**src/hdl/dccf_ram.sv**
```systemverilog
// Generic simple dual-port RAM: one write port, one read port, registered read.
// No dependencies.
module dccf_ram #(
    parameter int WIDTH = 8,
    parameter int DEPTH = 32
) (
    input  logic                     clk,
    input  logic                     we,
    input  logic [$clog2(DEPTH)-1:0] waddr,
    input  logic [WIDTH-1:0]         wdata,
    input  logic                     re,
    input  logic [$clog2(DEPTH)-1:0] raddr,
    output logic [WIDTH-1:0]         rdata
);

    logic [WIDTH-1:0] mem [DEPTH];
    logic [WIDTH-1:0] rdata_reg;

    always_ff @(posedge clk)
    begin
        if (we)
        begin
            mem[waddr] <= wdata;
        end
        if (re)
        begin
            rdata_reg <= mem[raddr];
        end
    end

    assign rdata = rdata_reg;

endmodule

```
**config.mk**
```make
export PLATFORM = sky130hd
export DESIGN_NAME = dccf_ram
export DESIGN_NICKNAME = d
export VERILOG_FILES = /design/src/hdl/dccf_ram.sv
export SDC_FILE = /design/constraint.sdc
export NUM_CORES = 1
export LEC_CHECK = 0
export ABC_AREA = 1
export ABC_CLOCK_PERIOD_IN_PS = 1600
export BUFFER_PORTS_ARGS = -buffer_cell sky130_fd_sc_hd__buf_2
export CAP_MARGIN = 10
export CORE_ASPECT_RATIO = 1.1
export CORE_UTILIZATION = 30
export CTS_CLUSTER_DIAMETER = 100
export DETAILED_ROUTE_END_ITERATION = 16
export PLACE_DENSITY = 0.43
export RECOVER_POWER = 100
export SLEW_MARGIN = 20
export SYNTH_ARGS = -nofsm -noshare
export SYNTH_HDL_FRONTEND = slang
export SYNTH_SLANG_ARGS = --single-unit
```
**constraint.sdc**
```tcl
create_clock -name clk -period 1.6 [get_ports clk]
set_input_delay 0.32 -clock clk [delete_from_list [all_inputs] [get_ports clk]]
set_output_delay 0.32 -clock clk [all_outputs]
set_load 0.005 [all_outputs]
```
Word-level counts from Yosys, hierarchy flattened. Memories as Yosys holds them, arrays and structs flattened. A register that Yosys moved wholly into a read port is not among the register bits. Cells that the tools add are included.

Multiplexer cells: 2.

Operator list (count): 1-bit two-way mux (2).

Input bits: 21. Output and inout bits: 8. Bits in writable memories: 256. Logic and storage cells: 3. Memories kept: 1. Flip-flop bits (word level): 0.

Memory list: mem (depth 32, bits a word 8, read ports 1, clocked after memory_dff 1, write ports 1, RTL line 16) `logic [WIDTH-1:0] mem [DEPTH];`.

Depth between registers and ports, before layout.
Depth in word-level cells: 2. Mapped depth: 11. Gate-level depth less buffers: 9.

Worst setup path after synthesis. OpenSTA, ideal clock, no wires.

Path kind: input port to flip-flop. From: input port waddr[0]. To: memory mem[0][0], enable pin. Setup time: 0.370 ns. Setup slack: 0.246 ns. Cell stages on the path: 3. Arrival time: 0.984 ns. Required time: 1.230 ns. Cell sequence: inv_1 > nand3_1 > nor2_1.

RTL lines: start: declaration (RTL line 9) `input logic [$clog2(DEPTH)-1:0] waddr,`; end: declaration (RTL line 16).

No word-level cell before the write port.

Worst setup path in the final report.
From: register rdata_reg[4] (netlist: rdata[4]), read port of mem. To: output port rdata[4].

RTL lines: start: declaration (RTL line 17) `logic [WIDTH-1:0] rdata_reg;`; end: declaration (RTL line 13) `output logic [WIDTH-1:0] rdata`.

No word-level cell between the ends.

==> impl_metrics.ini <==
[outcome]
status = finished, final reports clean

[worst_setup_path]
path_cells = buf_2
critPathCapture = rdata[4]
cp_num_buf_inv = 1
crit_path_start_kind = flip-flop
r2r-end = rdata[5]$_DFFE_PP_
cp-end-kind = output port
worstSetupStartpoint = rdata[4]$_DFFE_PP_
path_class = reg -> out
worstReg2RegStart = mem[20][5]$_DFFE_PP_
reg2reg_depth = 8
cp.depth = 1
critPathSlowestCell = edfxtp_1
worstPathArrival_ns = 1.12
path_max_fanout = 1
critPathMaxStageDelay_ns = 0.43
required_ns = 1.28
cp_top_family = flip-flops
reg2reg_slack_ns = 0.26

[route]
drtIter0Drc = 507
via_per_inst = 4.56
drtPass1Iterations = 5
drc_errors = 0
wl_per_cell_um = 19.1
drt_wl_total_um = 28600
ant_nets = 0
num_vias = 6838

[placed_design]
dp_hpwl_um = 17700
place_congestion = 0.782
port_buffers = 28
dp.cells = 1448
placed_area_sq_mm = 0.0119

[timing]
slew_viol_final = 0
setup_violations = 0
max_freq_mhz = 694
worst_pin_slew_ns = 0.908
fin_crit_ns = 1.44
rsz0062_at_grt = no
tns_ns = 0
worst_clock_skew_ns = 0.0106
fin_crit_sh_pct = 90.0
slew_headroom_pct = 39.4
finalHoldViolCount = 0

[floorplanning]
initial_utilization_pct = 30.7
dieWidth_um = 183
io_pins = 29
fp.dieH_um = 202
row_count = 72
core_region_area_sq_mm = 0.0354
die_area_sq_mm = 0.0370

[logic_synthesis]
synth_area_sq_mm = 0.0109
synth-xor-area-share_pct = 0
syn_avg_cell_area_sq_um = 11.8
yosys_register_bits = 264
synthMuxAreaShare_pct = 0
syn-num-nets = 943
synth_top_family_by_area = simple AND/OR/NAND/NOR gates
synth_simple_gate_area_share_pct = 22.9
ys_types = 11
synth_fa_ha_area_share_pct = 0
yosys_warnings = 0
yosysSeqAreaShare_pct = 73.0
syn_inst = 922
synth-compound-area-share_pct = 0

[global_route]
antenna_found_initial = 0
grt_max_degree = 90
gr-total-overflow = 0
grt_use_total_pct = 16.0
grt_pass1_wl_um = 44200
grt_pass1_vias = 7111

[cts]
htreeDepth = 1
tritoncts_num_sinks = 264
clk_pin_slew_ns = 0.06
cts_tree = done
numCtsBuffers = 29
post_cts_buffers = 0
clk_path_buf_depth = 3
cts_resized = 0
root_buffer = clkbuf_16
clk_latency_ns = 0.54
ctsHoldBuffers = 0

[pwr]
peakVddDrop_mv = 0.775
power_density_mw_per_mm2 = 1200
combPwrFrac_pct = 6.5
intPower_mw = 11.8
p_clk_share_pct = 42.4
seq_power_share_pct = 51.1
p_leak_nw = 4.58
sw_frac_of_total_pct = 22.3
p_sw_mw = 3.39

[layout]
fin_cells = 1500
num-nets-final = 1019
num_antenna_cells = 0
final_area_sq_mm = 0.0126
drive_gt1_share_pct = 9.13
largest_reg_flops = 256
area_growth_pct = 16.1

[worst_hold_path]
holdCritPathClass = in -> reg

[job]
max-cap-violations = 0
area by class of cell:
class	instances	area (sq um)
Clock buffer	33	741
Sequential cell	264	7930
Clock inverter	19	166
Inverter	10	40.0
Tap cell	481	602
Multi-Input combinational cell	596	2490
Fill cell	3506	22800
Timing Repair Buffer	97	652
cells in the final DEF, fill, tap and decap left out, drive strengths merged:
cell          count
bufinv            3
buf              44
dlymetal6s2s      1
nor2             32
clkinv           16
clkbuf           85
edfxtp          264
inv              10
nand3           204
nand2           360
kinds of logic after synthesis:
kind of cell / Yosys count
flip-flops: 264
buffers and inverters: 62
AND/OR/NAND/NOR: 596
layer usage:
layer	track usage (%)	routed length, um	vias to the layer above
li1	-	-	3364
met1	22.2	13200	3314
met5	0	0	-
met3	1.95	1180	33
met2	26.6	13800	127
met4	3.66	421	0
synthesized netlist by cell type:
library cell | n | area share [%]
buf_1 | 2 | 0.069
buf_2 | 15 | 0.69
buf_4 | 4 | 0.28
buf_6 | 24 | 2.5
clkbuf_1 | 7 | 0.24
edfxtp_1 | 264 | 73
inv_1 | 8 | 0.28
inv_2 | 2 | 0.069
nand2_1 | 360 | 12
nand3_1 | 204 | 9.4
nor2_1 | 32 | 1.1
worst min path at each step:
stage               cells past startpoint               start  slack (ns)             endpoint
CTS                                     1                  re        0.17   rdata[4]$_DFFE_PP_
detailed placement                      1  rdata[5]$_DFFE_PP_        0.73             rdata[5]
global placement                        1  rdata[5]$_DFFE_PP_        0.73             rdata[5]
global route                            3            raddr[4]        0.22   rdata[4]$_DFFE_PP_
floorplan                               0            wdata[0]        0.42  mem[0][0]$_DFFE_PP_
finish                                  3            raddr[4]        0.21   rdata[0]$_DFFE_PP_
power groups by stage:
stage          logic [mW]  clock network, mW  registers [mW]
2_1_floorplan       0.554                  0            7.88
3_3_place_gp         1.06                  0            7.89
3_5_place_dp         1.06                  0            7.89
4_1_cts              1.06               6.60            7.74
5_1_grt              1.11               6.85            7.75
6_report            0.987               6.44            7.75
stage by stage:
step                      worst slack (ns)  util [%]  hold WS (ns)  power (mW)
after floorplan                      0.246         -         0.419        8.44
after global placement              -0.247      33.7         0.731        8.95
after detailed placement            -0.252      33.7         0.727        8.95
after CTS                            0.128      36.3         0.171        15.4
after global routing                 0.110      35.6         0.225        15.7
final                                0.160      35.6         0.210        15.2
Note: power is estimated with default switching activity, not from simulation.
